## src/hw/rtl/tad_pkg.sv

```systemverilog
package tad_pkg;

  // fixed field widths
  localparam int unsigned AXIS_W     = 16;
  localparam int unsigned STEER_W    = 12;
  localparam int unsigned THR_W      = 7;
  localparam int unsigned CONFIRM_W  = 4;
  localparam int unsigned ANGLE_W    = 16;
  localparam int unsigned SQSUM_W    = 32;
  localparam int unsigned ROOT_STEPS = 16;
  localparam int unsigned VEC_W      = 34;
  localparam int unsigned ZACC_W     = 26;
  localparam int unsigned ATAN_W     = 22;
  localparam int unsigned TABLE_LEN  = 24;
  localparam int unsigned IDX_W      = 5;

  // saturation limit of a Q8.8 angle (90 degrees)
  localparam logic signed [ANGLE_W-1:0] ANGLE_LIMIT = 16'sd23040;

  // register map, word index
  localparam logic [1:0] REG_THRESHOLD = 2'd0;
  localparam logic [1:0] REG_STEER_CTR = 2'd1;
  localparam logic [1:0] REG_CONFIRM   = 2'd2;

  // register reset values
  localparam logic [THR_W-1:0]     THR_RESET     = 7'd20;
  localparam logic [STEER_W-1:0]   STEER_RESET   = 12'd512;
  localparam logic [CONFIRM_W-1:0] CONFIRM_RESET = 4'd2;

  typedef struct packed {
    logic [THR_W-1:0]     threshold;
    logic [STEER_W-1:0]   steer_center;
    logic [CONFIRM_W-1:0] confirm;
  } tad_cfg_t;

  // atan(2^-i) in units of 2^-16 degree
  function automatic logic [ATAN_W-1:0] atan_lut(input logic [IDX_W-1:0] idx);
    logic [ATAN_W-1:0] v;
    begin
      unique case (idx)
        5'd0:    v = 22'd2949120;
        5'd1:    v = 22'd1740967;
        5'd2:    v = 22'd919879;
        5'd3:    v = 22'd466945;
        5'd4:    v = 22'd234379;
        5'd5:    v = 22'd117304;
        5'd6:    v = 22'd58666;
        5'd7:    v = 22'd29335;
        5'd8:    v = 22'd14668;
        5'd9:    v = 22'd7334;
        5'd10:   v = 22'd3667;
        5'd11:   v = 22'd1833;
        5'd12:   v = 22'd917;
        5'd13:   v = 22'd458;
        5'd14:   v = 22'd229;
        5'd15:   v = 22'd115;
        5'd16:   v = 22'd57;
        5'd17:   v = 22'd29;
        5'd18:   v = 22'd14;
        5'd19:   v = 22'd7;
        5'd20:   v = 22'd4;
        5'd21:   v = 22'd2;
        5'd22:   v = 22'd1;
        default: v = 22'd0;
      endcase
      return v;
    end
  endfunction

endpackage

```

## src/hw/rtl/tad_lane.sv

```systemverilog
module tad_lane
  import tad_pkg::*;
#(
  parameter int unsigned CORDIC_STEPS = 16
) (
  input  logic                      clk,
  input  logic                      rst_n,
  input  logic                      start,
  input  logic                      ack,
  input  logic signed [AXIS_W-1:0]  num,
  input  logic signed [AXIS_W-1:0]  sq_a,
  input  logic signed [AXIS_W-1:0]  sq_b,
  output logic                      done,
  output logic signed [ANGLE_W-1:0] angle
);

  localparam int unsigned N_ITER = (CORDIC_STEPS < TABLE_LEN) ? CORDIC_STEPS : TABLE_LEN;
  localparam logic [IDX_W-1:0] LAST_ITER = IDX_W'(N_ITER - 1);

  localparam logic [2:0] S_IDLE = 3'd0;
  localparam logic [2:0] S_SQA  = 3'd1;
  localparam logic [2:0] S_SQB  = 3'd2;
  localparam logic [2:0] S_ROOT = 3'd3;
  localparam logic [2:0] S_ROT  = 3'd4;
  localparam logic [2:0] S_DONE = 3'd5;

  logic [2:0]                state_r, state_nxt;
  logic signed [AXIS_W-1:0]  num_r, sqa_r, sqb_r;
  logic [SQSUM_W-1:0]        rem_r, rem_nxt;
  logic [SQSUM_W-1:0]        res_r, res_nxt;
  logic [3:0]                rcnt_r, rcnt_nxt;
  logic signed [VEC_W-1:0]   x_r, x_nxt, y_r, y_nxt;
  logic signed [ZACC_W-1:0]  z_r, z_nxt;
  logic [IDX_W-1:0]          icnt_r, icnt_nxt;
  logic                      zero_r, zero_nxt;

  logic signed [AXIS_W-1:0]    mul_op;
  logic signed [2*AXIS_W-1:0]  prod;
  logic [SQSUM_W-1:0]          bit_val;
  logic [SQSUM_W:0]            trial;
  logic signed [VEC_W-1:0]     dx, dy;
  logic signed [ZACC_W-1:0]    step_ang;
  logic signed [ZACC_W-1:0]    z_rnd;
  logic signed [ZACC_W-9:0]    q;

  // shared squaring multiplier
  assign mul_op = (state_r == S_SQA) ? sqa_r : sqb_r;
  assign prod   = mul_op * mul_op;

  // floor square root, one result bit per cycle
  assign bit_val = 32'h4000_0000 >> {rcnt_r, 1'b0};
  assign trial   = {1'b0, res_r} + {1'b0, bit_val};

  // cordic vectoring step
  assign dx       = y_r >>> icnt_r;
  assign dy       = x_r >>> icnt_r;
  assign step_ang = $signed({{(ZACC_W-ATAN_W){1'b0}}, atan_lut(icnt_r)});

  always_comb begin
    state_nxt = state_r;
    rem_nxt   = rem_r;
    res_nxt   = res_r;
    rcnt_nxt  = rcnt_r;
    x_nxt     = x_r;
    y_nxt     = y_r;
    z_nxt     = z_r;
    icnt_nxt  = icnt_r;
    zero_nxt  = zero_r;
    unique case (state_r)
      S_IDLE: begin
        if (start) state_nxt = S_SQA;
      end
      S_SQA: begin
        rem_nxt   = SQSUM_W'(unsigned'(prod));
        state_nxt = S_SQB;
      end
      S_SQB: begin
        rem_nxt   = rem_r + SQSUM_W'(unsigned'(prod));
        res_nxt   = '0;
        rcnt_nxt  = '0;
        state_nxt = S_ROOT;
      end
      S_ROOT: begin
        if ({1'b0, rem_r} >= trial) begin
          rem_nxt = rem_r - trial[SQSUM_W-1:0];
          res_nxt = (res_r >> 1) + bit_val;
        end else begin
          res_nxt = res_r >> 1;
        end
        rcnt_nxt = rcnt_r + 4'd1;
        if (rcnt_r == 4'(ROOT_STEPS - 1)) begin
          state_nxt = S_ROT;
        end
      end
      S_ROT: begin
        if (y_r >= 0) begin
          x_nxt = x_r + dx;
          y_nxt = y_r - dy;
          z_nxt = z_r + step_ang;
        end else begin
          x_nxt = x_r - dx;
          y_nxt = y_r + dy;
          z_nxt = z_r - step_ang;
        end
        icnt_nxt = icnt_r + 1'b1;
        if (icnt_r == LAST_ITER) state_nxt = S_DONE;
      end
      S_DONE: begin
        if (ack) state_nxt = S_IDLE;
      end
      default: state_nxt = S_IDLE;
    endcase
    // load the vector when the root finishes
    if (state_r == S_ROOT && rcnt_r == 4'(ROOT_STEPS - 1)) begin
      x_nxt    = $signed({{(VEC_W-AXIS_W-14){1'b0}}, res_nxt[AXIS_W-1:0], 14'b0});
      y_nxt    = $signed({{(VEC_W-AXIS_W-14){num_r[AXIS_W-1]}}, num_r, 14'b0});
      z_nxt    = '0;
      icnt_nxt = '0;
      zero_nxt = (res_nxt == '0) && (num_r == '0);
    end
  end

  always_ff @(posedge clk) begin
    if (!rst_n) begin
      state_r <= S_IDLE;
    end else begin
      state_r <= state_nxt;
    end
  end

  always_ff @(posedge clk) begin
    if (state_r == S_IDLE && start) begin
      num_r <= num;
      sqa_r <= sq_a;
      sqb_r <= sq_b;
    end
    rem_r  <= rem_nxt;
    res_r  <= res_nxt;
    rcnt_r <= rcnt_nxt;
    x_r    <= x_nxt;
    y_r    <= y_nxt;
    z_r    <= z_nxt;
    icnt_r <= icnt_nxt;
    zero_r <= zero_nxt;
  end

  // round to q8.8 and saturate
  assign z_rnd = z_r + ZACC_W'(128);
  assign q     = z_rnd[ZACC_W-1:8];

  always_comb begin
    if (zero_r) begin
      angle = '0;
    end else if (q > (ZACC_W-8)'(ANGLE_LIMIT)) begin
      angle = ANGLE_LIMIT;
    end else if (q < -(ZACC_W-8)'(ANGLE_LIMIT)) begin
      angle = -ANGLE_LIMIT;
    end else begin
      angle = q[ANGLE_W-1:0];
    end
  end

  assign done = (state_r == S_DONE);

endmodule

```

## src/hw/rtl/tad_merge.sv

```systemverilog
module tad_merge
  import tad_pkg::*;
(
  input  logic                      clk,
  input  logic                      rst_n,
  input  logic                      fire,
  input  tad_cfg_t                  cfg,
  input  logic signed [ANGLE_W-1:0] roll,
  input  logic signed [ANGLE_W-1:0] pitch_raw,
  input  logic [STEER_W-1:0]        steer,
  input  logic                      out_tready,
  output logic                      out_tvalid,
  output logic [4*ANGLE_W-1:0]      out_tdata,
  output logic                      free
);

  logic                      out_valid_r;
  logic [4*ANGLE_W-1:0]      out_data_r;
  logic [CONFIRM_W-1:0]      run_r, run_nxt;
  logic signed [ANGLE_W-1:0] held_r, held_nxt;

  logic signed [ANGLE_W-1:0] pitch;
  logic signed [ANGLE_W+1:0] lim;
  logic                      roll_tilt, pitch_tilt;
  logic signed [ANGLE_W-1:0] roll_sym;

  assign pitch = -pitch_raw;
  assign lim   = $signed({3'b000, cfg.threshold, 8'b0});

  assign roll_tilt  = (ANGLE_W+2)'(roll) > lim || (ANGLE_W+2)'(roll) < -lim;
  assign pitch_tilt = (ANGLE_W+2)'(pitch) > lim || (ANGLE_W+2)'(pitch) < -lim;
  assign roll_sym   = (roll_tilt && steer != cfg.steer_center) ? roll : '0;

  // pitch run count and capture
  always_comb begin
    run_nxt  = run_r;
    held_nxt = held_r;
    if (pitch_tilt) begin
      if (run_r != '1) begin
        run_nxt = run_r + 1'b1;
        if (run_nxt == cfg.confirm) held_nxt = pitch;
      end
    end else begin
      run_nxt  = '0;
      held_nxt = '0;
    end
  end

  assign free = !out_valid_r || out_tready;

  always_ff @(posedge clk) begin
    if (!rst_n) begin
      out_valid_r <= 1'b0;
      run_r       <= '0;
      held_r      <= '0;
    end else begin
      if (fire) begin
        out_valid_r <= 1'b1;
        run_r       <= run_nxt;
        held_r      <= held_nxt;
      end else if (out_tready) begin
        out_valid_r <= 1'b0;
      end
    end
  end

  // output word register
  always_ff @(posedge clk) begin
    if (fire) out_data_r <= {held_nxt, roll_sym, pitch, roll};
  end

  assign out_tvalid = out_valid_r;
  assign out_tdata  = out_data_r;

endmodule

```

## src/hw/rtl/accel_tilt_angle_detector.sv

```systemverilog
// channel   dir  handshake                     payload
// in        in   in_tvalid / in_tready         accel_x, accel_y, accel_z, steer_position
// out       out  out_tvalid / out_tready       roll_angle, pitch_angle, roll_symptom, pitch_symptom
// cfg       in   psel / penable / pready       threshold, steer center, confirm count
//
// each word passes through the two squarings, the 16-step root and the cordic
// iterations of each lane.
// a new word is taken once the lanes hand their result to the output register,
// which can still be waiting on out_tready.
// reset is synchronous; registers return to their reset values, run state clears.
module accel_tilt_angle_detector
  import tad_pkg::*;
#(
  parameter int unsigned CORDIC_STEPS = 16
) (
  input  logic        clk,
  input  logic        rst_n,
  input  logic        in_tvalid,
  output logic        in_tready,
  input  logic [63:0] in_tdata,   // accel_x, accel_y, accel_z, steer_position, pad
  output logic        out_tvalid,
  input  logic        out_tready,
  output logic [63:0] out_tdata,  // roll_angle, pitch_angle, roll_symptom, pitch_symptom
  input  logic        psel,
  input  logic        penable,
  input  logic        pwrite,
  input  logic [3:0]  paddr,
  input  logic [31:0] pwdata,
  output logic [31:0] prdata,
  output logic        pready
);

  tad_cfg_t           cfg_r;
  logic               busy_r;
  logic [STEER_W-1:0] steer_r;
  logic               in_fire, roll_done, pitch_done, fire, free;
  logic signed [ANGLE_W-1:0] roll_ang, pitch_ang;
  logic signed [AXIS_W-1:0]  ax, ay, az;

  assign ax = in_tdata[15:0];
  assign ay = in_tdata[31:16];
  assign az = in_tdata[47:32];

  // register port
  assign pready = 1'b1;
  always_ff @(posedge clk) begin
    if (!rst_n) begin
      cfg_r.threshold    <= THR_RESET;
      cfg_r.steer_center <= STEER_RESET;
      cfg_r.confirm      <= CONFIRM_RESET;
    end else if (psel && penable && pwrite) begin
      unique case (paddr[3:2])
        REG_THRESHOLD: cfg_r.threshold    <= pwdata[THR_W-1:0];
        REG_STEER_CTR: cfg_r.steer_center <= pwdata[STEER_W-1:0];
        REG_CONFIRM:   cfg_r.confirm      <= pwdata[CONFIRM_W-1:0];
        default: ;
      endcase
    end
  end

  always_comb begin
    unique case (paddr[3:2])
      REG_THRESHOLD: prdata = {25'b0, cfg_r.threshold};
      REG_STEER_CTR: prdata = {20'b0, cfg_r.steer_center};
      REG_CONFIRM:   prdata = {28'b0, cfg_r.confirm};
      default:       prdata = '0;
    endcase
  end

  // input word acceptance
  assign in_tready = !busy_r;
  assign in_fire   = in_tvalid && in_tready;
  assign fire      = roll_done && pitch_done && free;

  always_ff @(posedge clk) begin
    if (!rst_n) begin
      busy_r <= 1'b0;
    end else if (in_fire) begin
      busy_r <= 1'b1;
    end else if (fire) begin
      busy_r <= 1'b0;
    end
  end

  always_ff @(posedge clk) begin
    if (in_fire) steer_r <= in_tdata[59:48];
  end

  // roll lane: atan2(y, sqrt(x^2 + z^2))
  tad_lane #(.CORDIC_STEPS(CORDIC_STEPS)) u_roll (
    .clk   (clk),
    .rst_n (rst_n),
    .start (in_fire),
    .ack   (fire),
    .num   (ay),
    .sq_a  (ax),
    .sq_b  (az),
    .done  (roll_done),
    .angle (roll_ang)
  );

  // pitch lane: atan2(x, sqrt(y^2 + z^2)), negated in the merge
  tad_lane #(.CORDIC_STEPS(CORDIC_STEPS)) u_pitch (
    .clk   (clk),
    .rst_n (rst_n),
    .start (in_fire),
    .ack   (fire),
    .num   (ax),
    .sq_a  (ay),
    .sq_b  (az),
    .done  (pitch_done),
    .angle (pitch_ang)
  );

  tad_merge u_merge (
    .clk        (clk),
    .rst_n      (rst_n),
    .fire       (fire),
    .cfg        (cfg_r),
    .roll       (roll_ang),
    .pitch_raw  (pitch_ang),
    .steer      (steer_r),
    .out_tready (out_tready),
    .out_tvalid (out_tvalid),
    .out_tdata  (out_tdata),
    .free       (free)
  );

endmodule

```

## config.mk

```make
export PLATFORM = sky130hd
export DESIGN_NAME = accel_tilt_angle_detector
export DESIGN_NICKNAME = d
export VERILOG_FILES = /design/src/hw/rtl/tad_pkg.sv /design/src/hw/rtl/tad_lane.sv /design/src/hw/rtl/tad_merge.sv /design/src/hw/rtl/accel_tilt_angle_detector.sv
export SDC_FILE = /design/constraint.sdc
export NUM_CORES = 2
export LEC_CHECK = 0
export BUFFER_PORTS_ARGS = -buffer_cell sky130_fd_sc_hd__buf_2
export CORE_MARGIN = 4
export CORE_UTILIZATION = 50
export DETAILED_ROUTE_END_ITERATION = 16
export PLACE_DENSITY = 0.69
export SYNTH_ARGS = -nofsm -noshare
export SYNTH_HDL_FRONTEND = slang
export SYNTH_SLANG_ARGS = --single-unit
```

## constraint.sdc

```tcl
create_clock -name clk -period 10.6 [get_ports clk]
set_input_delay 1.59 -clock clk [delete_from_list [all_inputs] [get_ports clk]]
set_output_delay 1.59 -clock clk [all_outputs]
set_load 0.05 [all_outputs]
```

### Word level (Yosys, flattened, before mapping)

Memory sizes are Yosys's and may differ from the RTL's. A register that Yosys moved wholly into a read port is not among the register bits.
Cells that the tools add are included.

* register bits: 559
* bits in latches: 0
* RAM bits: 0
* ROM bits: 1408
* bits of input ports: 107
* word-level logic and storage cells: 213
* memories: 2

Memory list
* (name not given): depth 32, bits a word 22, rd ports 1, clocked after memory_dff 1, wr ports 0, line tad_pkg.sv:40 `unique case (idx)`
* (name not given): depth 32, bits a word 22, rd ports 1, clocked after memory_dff 1, wr ports 0, line tad_pkg.sv:40

* add/sub/neg operators: 29
* $mul: 2
* divide/modulo/power cells: 0
* magnitude comparators: 12
* equal/unequal tests: 30
* shift operators: 6
* multiplexer cells: 54
* bitwise gates (word level): 0
* reductions and logical operators: 40

Operators with widths (count)
* $mux 34: 8
* $pmux 32 s3: 2
* $mux 16: 11
* $add 34x34->34: 4
* $sshr 34x5->34: 4
* $sub 34x34->34: 4
* $mux 32: 4
* $pmux 32 s2: 2
* $mux 30: 4
* $ge 34x1->1 const B: 2
* $add 32x32->33: 2
* $ge 32x33->1: 2
* $add 31x32->32: 2
* $add 32x32->32: 2
* $logic_not 32->1: 2
* $mul 16x16->32: 2
* $shr 31x5->32 const A: 2
* $sub 32x32->32: 2
* $add 26x23->26: 2
* $add 26x9->26 const B: 2
* $mux 26: 2
* $sub 26x23->26: 2
* $gt 18x16->1 const B: 2
* $lt 16x18->1: 2
* 35 further kinds: 100

### Logic depth before layout (Yosys ltp)

* depth in word-level cells: 10
* gate-level depth with buffers: 45

### Modules after synthesis

A second synthesis with hierarchy kept.

* cell total of the unflattened synthesis: 8321
* area total of the unflattened synthesis: 73392.9 um^2

By module, submodules not included
* tad_lane at u_roll: times used 1, cells each 3874, area an instance 33706.1 um^2
* tad_lane at u_pitch: times used 1, cells each 3863, area an instance 33317.0 um^2
* tad_merge: times used 1, cells each 418, area an instance 4670.7 um^2
* accel_tilt_angle_detector: times used 1, cells each 166, area an instance 1699.1 um^2

### Worst setup path before layout

No wires, ideal clock.

* kind: register to register
* start: register u_pitch.state_r[1]
* end: register u_pitch.rem_r[31], data pin
* arrival time: 11.122 ns
* data required time: 10.337 ns
* setup slack: -0.785 ns
* stages on the path, launching flop included: 41
* buffers on the path: 5
* cell sequence: dfxtp_1 -> clkbuf_1 -> nor3b_1 -> clkbuf_1 -> clkbuf_1 -> mux2i_1 -> inv_1 -> clkbuf_1 -> nand2_1 -> fa_1 -> fa_1 -> fa_1 -> inv_1 -> fa_1 -> fa_1 -> inv_1 -> fa_1 -> inv_1 -> [... 5 more ...] -> a21boi_0 -> o21bai_1 -> or4_1 -> nor4b_1 -> nand4b_1 -> nor2_1 -> xnor2_1 -> o21ai_0 -> ha_1 -> or2_2 -> a2111oi_0 -> o31ai_1 -> o41ai_1 -> mux2i_1 -> nand3_1 -> nand4b_1 -> o2111ai_1 -> a2111o_1

* word-level cells in the longest chain between the ends: 5
* elaborated cells on any way between the ends: 7
* classes of those cells: add/sub (1); mul (1); eq/ne (3); mux (2)

Ends and longest elaborated chain
* start, declared: line tad_lane.sv:27 `logic [2:0] state_r, state_nxt;`
* start signal, assigned: line tad_lane.sv:127 `state_r <= state_nxt;`
* $eq 3x1->1: line tad_lane.sv:47, tad_lane.sv:69
* $mux 16: line tad_lane.sv:47 `assign mul_op = (state_r == S_SQA) ? sqa_r : sqb_r;`
* $mul 16x16->32: line tad_lane.sv:48 `assign prod = mul_op * mul_op;`
* $add 32x32->32: line tad_lane.sv:78 `rem_nxt = rem_r + SQSUM_W'(unsigned'(prod));`
* $pmux 32 s3 *: line tad_lane.sv:69 `unique case (state_r)`
* named net u_pitch.rem_nxt[31]: line tad_lane.sv:29 `logic [SQSUM_W-1:0] rem_r, rem_nxt;`
* end signal, assigned: line tad_lane.sv:137 `rem_r <= rem_nxt;`
* end, declared: line tad_lane.sv:29

The timed path passes the listed nets; every way through them passes the cells marked *.
A chain may end at the register's enable or synchronous reset.

### Final worst setup path

Same ends and word-level chain as after synthesis.

==> key figures <==
Status
  • Status: completed

STA
  • Max Slew Vio Count: 0
  • Worst setup margin: 336 ps
  • Hold Fails Final Rpt: 0
  • Max Clock Skew: 47.8 ps
  • Final setup viols: 0
  • Max Clk Rate: 97.4 MHz
  • Final period util: 96.8%
  • Slew Limit Headroom: 24.5%
  • Setup_tns: 0 ps
  • Period minus WS final: 10260 ps
  • Slew at the pin closest to its max-slew limit: 1130 ps

Setup path
  • CP max-delay cell: fa_1
  • CP Buf/Inv Count: 13
  • CP Launch Type: flip-flop
  • Crit path arrival time: 10700 ps
  • Crit path max-delay family: adder cells
  • Required @ worst endpoint: 11040 ps
  • Worst-path fanout max: 9
  • Critical path capture point type: flip-flop
  • Max stage delay on crit path: 550 ps
  • Crit path kind: reg2reg
  • CP most frequent cell: fa_1

Synthesis
  • Sequential cell area fraction in the yosys report: 20.5%
  • Avg Cell Area, Syn: 8.67 µm²
  • Synth cell types: 100
  • Synth warn: 0
  • Post-synth EDFFs: 318
  • Yosys reg bits: 603
  • Synthesized instance count: 8583
  • Async SR Flop Fraction: 0%
  • Synthesized area: 0.0744 mm²
  • Post-synth top flop: edfxtp_1

Floorplan
  • # rows: 141
  • Full die area: 0.155 mm²
  • Ports: 206
  • Chip Height: 394 µm
  • Core area: 0.148 mm²
  • Initial core utilization: 50.3%
  • Die Wd: 394 µm

GRT
  • Largest net degree at the start of global routing: 84
  • Total gr overflow: 0
  • Vias in the first global route: 63004
  • Initial antenna violation count: 17
  • First-pass GRT wire length: 347 mm
  • GRT Util Overall: 27.2%

CTS
  • TritonCTS clock tree: yes
  • Number of H-tree levels: 3
  • Clk Latency, worst-skew pair: 700 ps
  • Clock transition at path regs: 60 ps
  • Clk sink count: 603
  • Hold_buf cts: 0
  • Clk buf depth: 3
  • Root Buffer: clkbuf_16
  • TritonCTS Buffers: 77

Detailed routing
  • Post-DR vias/cell: 6.08
  • Wirelength per Cell: 20.4 µm
  • Post-Route WL: 218 mm
  • DR DRC count: 0
  • Initial DRC count: 6175
  • Initial DRT Pass Iterations: 6
  • Via Count: 65079
  • Detail Route Antenna Nets: 0

Final layout
  • Area grow syn2layout: 9.22%
  • Final net count: 9904
  • Final core utilization: 55.0%
  • Fraction of layout cells with a size suffix above 1: 11.4%

Placement
  • Detailed placement HPWL: 169 mm
  • I/O Buffers: 158
  • GPL Wtd Cong: 0.982
  • Setup WS pre-CTS: -176 ps

Flow run
  • Maxcap violations: 0

Worst hold path
  • HP Class: reg2reg
[registers in the layout, summed over array words and instances (netlist names), 23 cells and up]
signal and flops:
u_pitch.y_r 34, u_merge.out_tdata 64, u_roll.res_r 32, u_pitch.res_r 32
u_roll.y_r 34, u_roll.z_r 26, u_pitch.x_r 34, u_roll.rem_r 32
u_pitch.rem_r 32, u_pitch.z_r 26, cfg_r 23, u_roll.x_r 34
[stage by stage]
stage	instance area [µm²]	cells	hold slack, ps
2_1_floorplan	74500	8602	438
3_3_place_gp	77900	10525	446
3_5_place_dp	77900	10525	450
4_1_cts	80700	10667	460
5_1_grt	81300	10690	487
6_report	81300	10697	457
[logic make-up after synthesis]
kind of cell / share of synthesized area, %
xor gates and xnor gates: 7.27
and+or+nand+nor: 16.8
AOI/OAI and AO/OA: 17.1
muxes: 8.44
DFF: 20.5
buffers and inverters: 6.60
other: 0.0101
adders and majority gates: 23.3
[layer usage]
metal  share of wire (%)  GRT usage [%]  routed length (µm)  up-vias
met5              0.0041              0                   9        -
met2                  45           42.9               97200     2491
met4                 2.3           6.28                5010        2
li1                    -              -                   -    30596
met3                 8.6           4.95               18900      326
met1                  45           39.1               97300    31664
[layout make-up]
type                    count  area (µm²)
fillers                 13357       66600
multi-input cells        6738       54800
flip-flops and latches    603       15300
inverters                 873        3290
repair buffers            404        2720
well taps                1930        2410
clock buffers              94        2140
clock inverters            48         612
diodes                      7        17.5
[synthesized netlist by cell type, drive strengths merged, types with 21 or more instances]
master / number / area (µm²)
a21boi: 34 / 255
mux4: 188 / 4230
o21ai: 554 / 2770
nand2b: 85 / 532
nand2: 866 / 3250
o21a: 96 / 721
and2: 83 / 519
a211o: 30 / 263
or3: 79 / 499
inv: 858 / 3220
buf: 121 / 629
ha: 628 / 7860
a31o: 34 / 298
a22o: 23 / 201
a21oi: 439 / 2200
xor2: 241 / 2110
nand3: 227 / 1140
fa: 472 / 9450
mux2: 69 / 777
a21o: 137 / 1030
or4: 40 / 300
o41ai: 23 / 209
dfxtp: 285 / 5710
o211ai: 62 / 465
nand3b: 23 / 173
nor2: 648 / 2430
edfxtp: 318 / 9550
nor2b: 78 / 488
xnor2: 377 / 3300
clkbuf: 267 / 1000
a211oi: 53 / 408
a2111oi: 21 / 184
o31ai: 82 / 616
nor3: 195 / 981
mux2i: 127 / 1270
o21bai: 46 / 345
nor4: 43 / 282
and3: 90 / 563
nand4: 60 / 375
or2: 47 / 294
a31oi: 114 / 713
[repair_timing]
item / 4_1_cts / 5_1_grt
gates cloned: 0 / 3
buffers inserted: 0 / 20
endpoints found under the setup margin: 1 / 6
resized for setup: 3 / 89
pin swaps: 0 / 23
[layout by cell type, fill, tap and decap left out, types with 90 or more instances in the layout]
| cell | n |
|---|---|
| a21o_1 | 136 |
| a21oi_1 | 436 |
| a31oi_1 | 111 |
| and3_1 | 90 |
| buf_2 | 158 |
| buf_4 | 237 |
| dfxtp_1 | 279 |
| edfxtp_1 | 318 |
| fa_1 | 472 |
| ha_1 | 625 |
| inv_1 | 844 |
| mux2i_1 | 119 |
| mux4_2 | 188 |
| nand2_1 | 863 |
| nand3_1 | 227 |
| nor2_1 | 638 |
| nor3_1 | 185 |
| o21a_1 | 96 |
| o21ai_0 | 541 |
| xnor2_1 | 374 |
| xor2_1 | 241 |
[final timing paths]
kind / from / to / slack [ps] / cells past startpoint
max reg2reg: u_pitch.state_r[1] / u_pitch.rem_r[31] / 340 / 42
min: u_roll.z_r[0] / u_roll.z_r[0] / 460 / 2
max: u_pitch.state_r[1] / u_pitch.rem_r[31] / 340 / 42
min reg2reg: u_roll.z_r[0] / u_roll.z_r[0] / 460 / 2
[worst register-to-register path, delay by kind of cell, from the launching register on]
family / cells / cell delay [ps]
buf+inv: 13 / 1520
fa+ha+maj: 8 / 3810
xor+xnor: 1 / 170
mux: 2 / 470
flops: 1 / 340
simple gates: 7 / 1380
compound gates: 11 / 2300
Power is not shown: default switching activity piles up to over one toggle a cycle in this logic, so the estimate is an artifact.
